File: src/rtl/core/assert_macros.svh
// Assertion helpers shared by the core modules.
`ifndef ASSERT_MACROS_SVH
`define ASSERT_MACROS_SVH

`ifndef NO_ASSERTIONS

// Same-cycle implication, disabled in reset.
`define ASSERT_IMPLIES(label, clk, rst_n, ante, cons) \
	label: assert property (@(posedge clk) disable iff (!(rst_n)) (ante) |-> (cons)) \
		else $error("assertion failed");

// Next-cycle implication, disabled in reset.
`define ASSERT_NEXT(label, clk, rst_n, ante, cons) \
	label: assert property (@(posedge clk) disable iff (!(rst_n)) (ante) |=> (cons)) \
		else $error("assertion failed");

`else

`define ASSERT_IMPLIES(label, clk, rst_n, ante, cons)
`define ASSERT_NEXT(label, clk, rst_n, ante, cons)

`endif

`endif

File: src/rtl/core/wzp_pkg.sv
package wzp_pkg;

	// defaults for the top-level parameters
	localparam int DEF_MAX_WINDOW = 1024;
	localparam int DEF_COUNT_BITS = 16;

	// register widths
	localparam int WS_W  = 11;
	localparam int CL_W  = 16;
	localparam int WL_W  = 26;
	localparam int K_W   = 4;
	localparam int K2_W  = 2 * K_W;
	localparam int ADDR_W = 4;

	// register reset values
	localparam logic [WS_W-1:0] RST_WINDOW_SIZE = 11'd200;
	localparam logic [CL_W-1:0] RST_COUNT_LIMIT = 16'd5;
	localparam logic [WL_W-1:0] RST_WINDOW_LIMIT = 26'd10;
	localparam logic [K_W-1:0]  RST_DEV_FACTOR = 4'd3;

	typedef enum logic [1:0] {
		REG_WINDOW_SIZE  = 2'd0,
		REG_COUNT_LIMIT  = 2'd1,
		REG_WINDOW_LIMIT = 2'd2,
		REG_DEV_FACTOR   = 2'd3
	} reg_idx_t;

	typedef enum logic [1:0] {
		ST_OK            = 2'd0,
		ST_PAUSE_LOW     = 2'd1,
		ST_PAUSE_CHANGED = 2'd2,
		ST_TOO_MANY      = 2'd3
	} status_t;

	// products formed by the shared multiplier, in issue order
	typedef enum logic [2:0] {
		OP_PW  = 3'd0,
		OP_QW  = 3'd1,
		OP_SS  = 3'd2,
		OP_RHS = 3'd3,
		OP_LL  = 3'd4,
		OP_LHS = 3'd5
	} mul_op_t;

	typedef struct packed {
		logic [WS_W-1:0] window_size;
		logic [CL_W-1:0] count_limit;
		logic [WL_W-1:0] window_limit;
		logic [K_W-1:0]  dev_factor;
	} cfg_t;

	typedef struct packed {
		logic    start;
		mul_op_t op;
		logic    finish;
	} cmd_t;

	typedef struct packed {
		logic end_fire;
		logic mul_done;
		logic out_free;
	} sts_t;

	function automatic int f_max(input int a, input int b);
		return (a > b) ? a : b;
	endfunction

	function automatic mul_op_t f_next_op(input mul_op_t op);
		mul_op_t r;
		case (op)
			OP_PW:   r = OP_QW;
			OP_QW:   r = OP_SS;
			OP_SS:   r = OP_RHS;
			OP_RHS:  r = OP_LL;
			OP_LL:   r = OP_LHS;
			default: r = OP_PW;
		endcase
		return r;
	endfunction

	// datapath widths
	function automatic int f_sum_w(input int cb, input int mw);
		return cb + $clog2(mw);
	endfunction

	function automatic int f_l_w(input int cb);
		return cb + WS_W;
	endfunction

	function automatic int f_d_w(input int cb, input int mw);
		return f_max(2 * cb + $clog2(mw) + WS_W, 2 * f_sum_w(cb, mw));
	endfunction

	function automatic int f_pr_w(input int cb, input int mw);
		return f_max(2 * f_l_w(cb) + WS_W, f_d_w(cb, mw) + K2_W + WS_W);
	endfunction

	function automatic int f_mb_w(input int cb, input int mw);
		return f_max(f_max(f_sum_w(cb, mw), f_l_w(cb)), K2_W + WS_W);
	endfunction

endpackage

File: src/rtl/core/wzp_mul.sv
`include "assert_macros.svh"

module wzp_mul #(
	parameter int A_W = 72,
	parameter int B_W = 27
) (
	input  logic           clk,
	input  logic           arst_n,
	input  logic           start,
	input  logic [A_W-1:0] a,
	input  logic [B_W-1:0] b,
	output logic           busy,
	output logic           done,
	output logic [A_W-1:0] product
);

	localparam int CNT_W = (B_W > 1) ? $clog2(B_W) : 1;

	logic [A_W-1:0]   acc_q;
	logic [A_W-1:0]   a_q;
	logic [B_W-1:0]   b_q;
	logic [CNT_W-1:0] cnt_q;
	logic             busy_q;
	logic             done_q;

	// one multiplier bit per cycle, LSB first
	always_ff @(posedge clk or negedge arst_n) begin
		if (!arst_n) begin
			busy_q <= 1'b0;
			done_q <= 1'b0;
			cnt_q  <= '0;
		end else begin
			done_q <= 1'b0;
			if (start) begin
				busy_q <= 1'b1;
				cnt_q  <= '0;
			end else if (busy_q) begin
				cnt_q <= cnt_q + 1'b1;
				if (cnt_q == CNT_W'(B_W - 1)) begin
					busy_q <= 1'b0;
					done_q <= 1'b1;
				end
			end
		end
	end

	always_ff @(posedge clk) begin
		if (start) begin
			acc_q <= '0;
			a_q   <= a;
			b_q   <= b;
		end else if (busy_q) begin
			if (b_q[0]) begin
				acc_q <= acc_q + a_q;
			end
			a_q <= {a_q[A_W-2:0], 1'b0};
			b_q <= {1'b0, b_q[B_W-1:1]};
		end
	end

	assign busy    = busy_q;
	assign done    = done_q;
	assign product = acc_q;

	`ASSERT_IMPLIES(a_start_idle, clk, arst_n, start, !busy_q)

endmodule

File: src/rtl/core/wzp_dp.sv
`include "assert_macros.svh"

module wzp_dp #(
	parameter int MAX_WINDOW = 1024,
	parameter int COUNT_BITS = 16
) (
	input  logic                     clk,
	input  logic                     arst_n,
	input  wzp_pkg::cfg_t            cfg,
	input  wzp_pkg::cmd_t            cmd,
	output wzp_pkg::sts_t            sts,
	input  logic                     in_fire,
	input  logic [COUNT_BITS-1:0]    count,
	input  logic [COUNT_BITS-1:0]    pause_value,
	input  logic                     skip,
	input  logic                     window_end,
	output logic                     out_valid,
	input  logic                     out_ready,
	output logic                     is_pause,
	output logic [wzp_pkg::f_sum_w(COUNT_BITS, MAX_WINDOW)-1:0] total_count,
	output logic [1:0]               status
);

	import wzp_pkg::*;

	localparam int P_W   = COUNT_BITS;
	localparam int SUM_W = f_sum_w(COUNT_BITS, MAX_WINDOW);
	localparam int SQ_W  = 2 * COUNT_BITS + $clog2(MAX_WINDOW);
	localparam int L_W   = f_l_w(COUNT_BITS);
	localparam int D_W   = f_d_w(COUNT_BITS, MAX_WINDOW);
	localparam int KW_W  = K2_W + WS_W;
	localparam int PR_W  = f_pr_w(COUNT_BITS, MAX_WINDOW);
	localparam int MB_W  = f_mb_w(COUNT_BITS, MAX_WINDOW);
	localparam int LIM_W = f_max(SUM_W, WL_W) + 1;

	// effective window size
	logic [WS_W-1:0] w;
	always_comb begin
		if (cfg.window_size < WS_W'(2)) begin
			w = WS_W'(2);
		end else if (32'(cfg.window_size) > MAX_WINDOW) begin
			w = WS_W'(MAX_WINDOW);
		end else begin
			w = cfg.window_size;
		end
	end

	// window statistics
	logic [SUM_W-1:0]  sum_q;
	logic [SQ_W-1:0]   sq_q;
	logic [WS_W-1:0]   items_q;
	logic [P_W-1:0]    held_q;
	status_t           err_q;
	logic [2*P_W-1:0]  sqr_s1;
	logic              add_s1;

	status_t err_n;
	logic    counted;
	logic    full;

	always_comb begin
		full    = (items_q >= w);
		counted = in_fire && !skip;
		err_n   = err_q;
		if (err_n == ST_OK && pause_value < cfg.count_limit) begin
			err_n = ST_PAUSE_LOW;
		end
		if (!skip) begin
			if (err_n == ST_OK && items_q != '0 && pause_value != held_q) begin
				err_n = ST_PAUSE_CHANGED;
			end
			if (err_n == ST_OK && full) begin
				err_n = ST_TOO_MANY;
			end
		end
	end

	always_ff @(posedge clk or negedge arst_n) begin
		if (!arst_n) begin
			sum_q   <= '0;
			sq_q    <= '0;
			items_q <= '0;
			held_q  <= '0;
			err_q   <= ST_OK;
			add_s1  <= 1'b0;
		end else begin
			add_s1 <= counted && !full;
			if (cmd.finish) begin
				sum_q   <= '0;
				sq_q    <= '0;
				items_q <= '0;
				held_q  <= '0;
				err_q   <= ST_OK;
			end else begin
				if (in_fire) begin
					err_q <= err_n;
				end
				if (counted) begin
					held_q <= pause_value;
					if (!full) begin
						sum_q   <= sum_q + SUM_W'(count);
						items_q <= items_q + 1'b1;
					end
				end
				// square is registered and lands in the cycle after its item
				if (add_s1) begin
					sq_q <= sq_q + SQ_W'(sqr_s1);
				end
			end
		end
	end

	always_ff @(posedge clk) begin
		sqr_s1 <= count * count;
	end

	// k^2 * W, from registers only
	logic [K2_W-1:0] k2_q;
	logic [KW_W-1:0] kw_q;
	always_ff @(posedge clk) begin
		k2_q <= cfg.dev_factor * cfg.dev_factor;
		kw_q <= k2_q * w;
	end

	// shared multiplier and its operands
	logic [PR_W-1:0] mul_a;
	logic [MB_W-1:0] mul_b;
	logic [PR_W-1:0] product;
	logic            mul_busy;
	logic            mul_done;

	logic [L_W-1:0]   l_q;
	logic             lpos_q;
	logic [D_W-1:0]   qw_q;
	logic [D_W-1:0]   d_q;
	logic [PR_W-1:0]  rhs_q;
	logic [2*L_W-1:0] ll_q;
	logic             gt_q;

	always_comb begin
		case (cmd.op)
			OP_PW: begin
				mul_a = PR_W'(held_q);
				mul_b = MB_W'(w);
			end
			OP_QW: begin
				mul_a = PR_W'(sq_q);
				mul_b = MB_W'(w);
			end
			OP_SS: begin
				mul_a = PR_W'(sum_q);
				mul_b = MB_W'(sum_q);
			end
			OP_RHS: begin
				mul_a = PR_W'(d_q);
				mul_b = MB_W'(kw_q);
			end
			OP_LL: begin
				mul_a = PR_W'(l_q);
				mul_b = MB_W'(l_q);
			end
			OP_LHS: begin
				mul_a = PR_W'(ll_q);
				mul_b = MB_W'(w - 1'b1);
			end
			default: begin
				mul_a = '0;
				mul_b = '0;
			end
		endcase
	end

	wzp_mul #(
		.A_W(PR_W),
		.B_W(MB_W)
	) u_mul (
		.clk    (clk),
		.arst_n (arst_n),
		.start  (cmd.start),
		.a      (mul_a),
		.b      (mul_b),
		.busy   (mul_busy),
		.done   (mul_done),
		.product(product)
	);

	// capture each product as it finishes
	always_ff @(posedge clk) begin
		if (mul_done) begin
			case (cmd.op)
				OP_PW: begin
					if (product > PR_W'(sum_q)) begin
						l_q    <= L_W'(product - PR_W'(sum_q));
						lpos_q <= 1'b1;
					end else begin
						l_q    <= '0;
						lpos_q <= 1'b0;
					end
				end
				OP_QW: qw_q <= D_W'(product);
				OP_SS: begin
					if (product > PR_W'(qw_q)) begin
						d_q <= '0;
					end else begin
						d_q <= qw_q - D_W'(product);
					end
				end
				OP_RHS: rhs_q <= product;
				OP_LL:  ll_q <= (2*L_W)'(product);
				OP_LHS: gt_q <= (product > rhs_q);
				default: ;
			endcase
		end
	end

	// result register
	logic [LIM_W-1:0] lim;
	logic             pre_ok;
	logic             out_valid_q;
	logic             is_pause_q;
	logic [SUM_W-1:0] total_q;
	logic [1:0]       status_q;

	always_comb begin
		lim    = LIM_W'(held_q) + LIM_W'(cfg.window_limit);
		pre_ok = (err_q == ST_OK) && (LIM_W'(sum_q) >= lim);
	end

	always_ff @(posedge clk or negedge arst_n) begin
		if (!arst_n) begin
			out_valid_q <= 1'b0;
		end else if (cmd.finish) begin
			out_valid_q <= 1'b1;
		end else if (out_ready) begin
			out_valid_q <= 1'b0;
		end
	end

	always_ff @(posedge clk) begin
		if (cmd.finish) begin
			is_pause_q <= pre_ok && lpos_q && gt_q;
			total_q    <= sum_q;
			status_q   <= err_q;
		end
	end

	assign out_valid    = out_valid_q;
	assign is_pause     = is_pause_q;
	assign total_count  = total_q;
	assign status       = status_q;
	assign sts.end_fire = in_fire && window_end;
	assign sts.mul_done = mul_done;
	assign sts.out_free = !out_valid_q || out_ready;

	`ASSERT_IMPLIES(a_no_item_in_test, clk, arst_n, in_fire, !mul_busy)
	`ASSERT_IMPLIES(a_finish_slot_free, clk, arst_n, cmd.finish, !out_valid_q || out_ready)

endmodule

File: config.mk
export PLATFORM = sky130hd
export DESIGN_NAME = wzp_dp
export DESIGN_NICKNAME = d
export VERILOG_FILES = /design/src/rtl/core/wzp_pkg.sv /design/src/rtl/core/wzp_mul.sv /design/src/rtl/core/wzp_dp.sv
export VERILOG_INCLUDE_DIRS = /design/src /design/src/rtl/core
export SDC_FILE = /design/constraint.sdc
export NUM_CORES = 2
export LEC_CHECK = 0
export BUFFER_PORTS_ARGS = -buffer_cell sky130_fd_sc_hd__buf_2
export CORE_MARGIN = 8
export CORE_UTILIZATION = 25
export DETAILED_ROUTE_END_ITERATION = 16
export GPL_ROUTABILITY_DRIVEN = 1
export HOLD_SLACK_MARGIN = 0.15
export PLACE_DENSITY = 0.49
export SYNTH_ARGS = -nofsm -noshare
export SYNTH_HDL_FRONTEND = slang
export SYNTH_SLANG_ARGS = --single-unit
File: constraint.sdc
create_clock -name clk -period 8.9 [get_ports clk]
set_clock_uncertainty 0.2 [all_clocks]
set_input_delay 0.89 -clock clk [delete_from_list [all_inputs] [get_ports clk]]
set_output_delay 0.89 -clock clk [all_outputs]
set_load 0.01 [all_outputs]
Yosys cells after proc, flatten, opt, wreduce, memory -nomap -nowiden
Index checks and enable logic that the tools add are counted.

Bits of input ports: 100. Register bits: 626. Output and inout bits: 33. Logic and storage cells: 123.

$mul: 3. $add $sub $neg: 9. Order comparisons: 8. Equal/unequal tests: 8. Reduce and logical (&&, ||, !) cells: 33. Mux-type cells: 36.

Operators by type and width (count): 54-bit case mux with 6 select lines (1); 72-bit two-way mux (2); 27-bit case mux with 5 select lines (1); 42-bit two-way mux (2); 26-bit two-way mux (3); 72-bit adder (1); 72-bit by 26-bit > comparator with 1-bit output (1); 72-bit by 53-bit > comparator with 1-bit output (1); 72-bit > comparator (1); 11-bit two-way mux (5); 27-bit two-way mux (2); 53-bit subtractor (1); 42-bit by 32-bit adder with 42-bit output (1); 16-bit by 16-bit multiplier with 32-bit output (1); 16-bit two-way mux (2); 16-bit by 26-bit adder with 27-bit output (1); 26-bit by 27-bit >= comparator with 1-bit output (1); 27-bit by 26-bit subtractor with 27-bit output (1); 26-bit by 16-bit adder with 26-bit output (1); 8-bit by 11-bit multiplier with 19-bit output (1); 16-bit < comparator (1); 16-bit != test (1); 2-bit AND reduction (8); 2-bit two-way mux (7); other kinds (22) (50).

Depth between registers and ports, before layout
Depth after elaboration: 14. Gate-level depth with buffers: 29. Gate-level depth less buffers: 27.

By module
From an unflattened synthesis, not the netlist that was laid out.

Cell total of the unflattened synthesis: 5188. Area, all modules: 49596.3 um^2.

Modules (own cells, without submodules): wzp_dp (cells an instance 4031, sequential area each 12326.8 um^2, times used 1, area each 38501.9 um^2); wzp_mul (cells an instance 1157, sequential area each 4589.4 um^2, times used 1, area each 11094.4 um^2).

Worst setup path after synthesis
Ideal clock, no wire load.

Kind: input -> register. From: in cmd[3] (netlist name). To: reg rhs_q[0], enable pin. Library setup time: 705 ps. Buffers on the path: 3. Data required time: 7995 ps. Path slack: -880 ps. Arrival time: 8875 ps. Stages on the path: 4. Cell sequence: clkbuf_1 clkbuf_1 clkbuf_1 nor4b_1.

Word-level cells in the longest chain between the ends: 2.

Ends and longest elaborated chain: start, declared (line wzp_dp.sv:10) `input wzp_pkg::cmd_t cmd,`; 3-bit by 2-bit equality test with 1-bit output (line wzp_dp.sv:190) `case (cmd.op)`; 2-bit AND reduction (no source line); end signal, assigned (line wzp_dp.sv:208) `OP_RHS: rhs_q <= product;`; end, declared (line wzp_dp.sv:136) `logic [PR_W-1:0] rhs_q;`.

Every way passes these cells. A chain may end at the register's enable or synchronous reset.

Final worst setup path
From: in count[3]. To: reg sqr_s1[25].

Word-level cells in the longest chain between the ends: 1.

Ends and longest elaborated chain: start, declared (line wzp_dp.sv:13) `input logic [COUNT_BITS-1:0] count,`; 16-bit by 16-bit multiplier with 32-bit output (line wzp_dp.sv:114) `sqr_s1 <= count * count;`; end signal, assigned (line wzp_dp.sv:114); end, declared (line wzp_dp.sv:54) `logic [2*P_W-1:0] sqr_s1;`.

Every way passes these cells.

==> metrics <==
outcome=complete, no violations; depth of the most critical reg-to-reg path=22; most common cell after layout, fill and taps aside=inv_1; global-route wire length before repair=230,000 um; routed vias=around 38,000; type of origin of the critical path=input port; Netlist cell types=between 80 and 90; Routability Congestion=~0.86; post-DP HPWL=114,000 um; post-route minimum period=a little over 7 ns; Syn Inst Count=5,165; slew at the pin with the worst max-slew slack=around 1.1 ns; share of cells above drive strength 1=0.0683; hold path start=pause_value[10]; Final Hold Viols=0; worst setup margin=1.67 ns; H-tree levels=3; Synth area leaders=edfxtp_1, ha_1, fa_1, dfrtp_1, dfxtp_1; critical path's largest stage delay=0.56 ns; CTS max path bufs=3; die area=211,000 um2; vias in the first global route=38,024; Avg Cell Area, Syn=9.49 um2; LEAKAGE=24.9 nW; CORE AREA=~200,000 um2; f_max=~140 MHz; total grt overflow=0; Arr. time, crit path=about 7.6 ns; Data required, critical path=9.29 ns; die height=roughly 460 um; IO Pins=around 130; synthesized area=approximately 49,000 um2; worst path buffer plus inverter count=6; Peak VDD IR=about 0.28 mV; total routing usage reported by global routing=0.137; fin. max-slew vios=0; Num CTS Buffers=76; Setup Viol. Count Final=0; PwrDens=approximately 230 nW/um2; hold path endpoint=held_q[10]; leading area contributor after synthesis=edfxtp_1; max_cap viols=0; Crit path top cell by count=fa_1; Antenna Nets Post-Route=0; DR pass1 iterations=5; post-layout util=0.284; Critical R2R Capture=is_pause; ys flop type=edfxtp_1; worst hold-check path type=in2reg; WS Path Type=in2reg; RSZ-0062 raised after global routing=no; Residual DRC=0; area growth from synthesis to layout=12.8%; slowest CP cell=fa_1; period utilization=0.813; postcts setup bufs=0; Die W=between 400 and 500 um; Worst Hold Depth=3; pin count of the biggest net entering global routing=between 70 and 80; starting density of the core=0.251; CTS tree=yes; Fin Setup TNS=0 ns; Avg WL per Cell=18.6 um; Setup Slack @ Placement=approximately 1.0 ns; Max-Slew Margin vs Limit=0.297; Clock Pin Slew Worst Setup and Hold Paths=0.06 ns; R2R setup slack=approximately 3.4 ns; Max FO, Critical Path=15; row count=162; Crit. End Element=register; initial antenna violation count=8; NumNets Final=roughly 6,100; placed instance area=roughly 53,000 um2; PortBufs=~130; r2r startpoint=held_q[0]; post-synth top area share=0.238; asr flop ratio synth=0.170; final instance area=~55,000 um2; clk sinks=624; Post-synth EDFFs=389; worst skew pair latency=~0.67 ns; Seq/Total Area, Yosys=0.345; CP top delay family=adder cells; Root Buffer=clkbuf_16; Synthesis Warnings=0; vias per cell=about 4.7; Synth Register Bits=approximately 620; final wirelength=about 150,000 um; starting DRC count in detailed routing=2,636; most frequent cells in the layout=inv_1, ha_1, a21oi_1
## Yosys cell counts, drive strengths merged (14+ instances only)
cell       n
o2bb2ai   14
o21a      33
a211o     14
nand3     63
xnor2    180
clkbuf   193
mux4      15
and2     113
o21bai    49
nand2    387
nand4     84
o31ai     17
nand2b    54
nor4      29
dfxtp    129
fa       225
a21o     210
ha       536
a21oi    447
mux2i     39
or3       21
nor2     356
a221oi    18
a31oi     20
xor2     105
nor3      50
and3      60
inv      635
nor2b     85
a22oi     24
o21ai    189
a21boi    17
o22ai     44
o211ai    15
dfrtp    106
a211oi    29
edfxtp   389
## worst max path at each step
| stage | slack [ns] | depth (start not counted) | from | to |
|---|---|---|---|---|
| 6_report | 1.67 | 25 | count[3] | sqr_s1[25] |
| 5_1_grt | 1.24 | 25 | count[3] | sqr_s1[25] |
| 4_1_cts | 1.72 | 25 | count[3] | sqr_s1[25] |
| 3_5_place_dp | 1.02 | 25 | count[3] | sqr_s1[25] |
| 3_3_place_gp | 1.0 | 25 | count[3] | sqr_s1[25] |
| 2_1_floorplan | 0.94 | 4 | cmd[1] | d_q[0] |
## cell families after synthesis
kind of cell / share of synthesized area
compound gates: 0.159
xor+xnor: 0.0509
other cells: 0.000153
fa+ha+maj: 0.229
mux: 0.0177
buf+inv: 0.0645
flops: 0.345
simple gates: 0.134
## power breakdown
group          leakage (nW)  switching [mW]  internal, mW
combinational          17.3            3.28          2.50
sequential             6.37           0.245          3.41
clock                  1.21            1.31          1.88
## worst register-to-register path: cells and delay by family (launching register included)
| kind | cells | cell delay, ns |
|---|---|---|
| AO/OA/AOI/OAI | 11 | 2.19 |
| flip-flops | 1 | 0.46 |
| AND/OR/NAND/NOR | 7 | 1.38 |
| XOR/XNOR | 1 | 0.17 |
| adder cells (fa/ha/maj) | 3 | 0.96 |
## state kept, by name (all words and copies together) (netlist names), 2 cells and up
| name | flops |
|---|---|
| sq_q | 42 |
| sqr_s1 | 31 |
| ll_q | 54 |
| u_mul.cnt_q | 5 |
| u_mul.product | 72 |
| held_q | 16 |
| sum_q | 26 |
| qw_q | 53 |
| items_q | 11 |
| kw_q | 19 |
| d_q | 53 |
| total_count | 26 |
| u_mul.b_q | 27 |
| u_mul.a_q | 72 |
| k2_q | 7 |
| err_q | 2 |
| rhs_q | 72 |
| status | 2 |
| l_q | 27 |
## routing by layer
layer  part of all wire  vias up  GRT usage
li1                   -    18111          -
met1               0.46    18545      0.182
met2               0.48      780      0.234
met3              0.042      190     0.0175
met4              0.025        2     0.0362
met5           0.000082        -          0
## stage by stage
stage	hold WS [ns]	std cells	power, mW
2_1_floorplan	0.274	5174	8.10
3_3_place_gp	0.292	7785	9.53
3_5_place_dp	0.312	7785	9.54
4_1_cts	0.223	7928	12.8
5_1_grt	0.275	7928	13.7
6_report	0.289	7929	12.6
## cell type report
class                           instances  area (um2)
Fill cell                           20635      140000
Multi-Input combinational cell       3708       29100
Sequential cell                       624       16900
Tap cell                             2624        3280
Inverter                              637        2390
Clock buffer                          112        2150
Timing Repair Buffer                  194        1150
Clock inverter                         29         353
Antenna cell                            1        2.50
## timing repair
item / in CTS / in global routing
hold endpoints to repair: 45 / 0
hold buffers: 2 / 0
gates resized for setup: 0 / 0
Note: power is estimated with default switching activity, not from simulation.
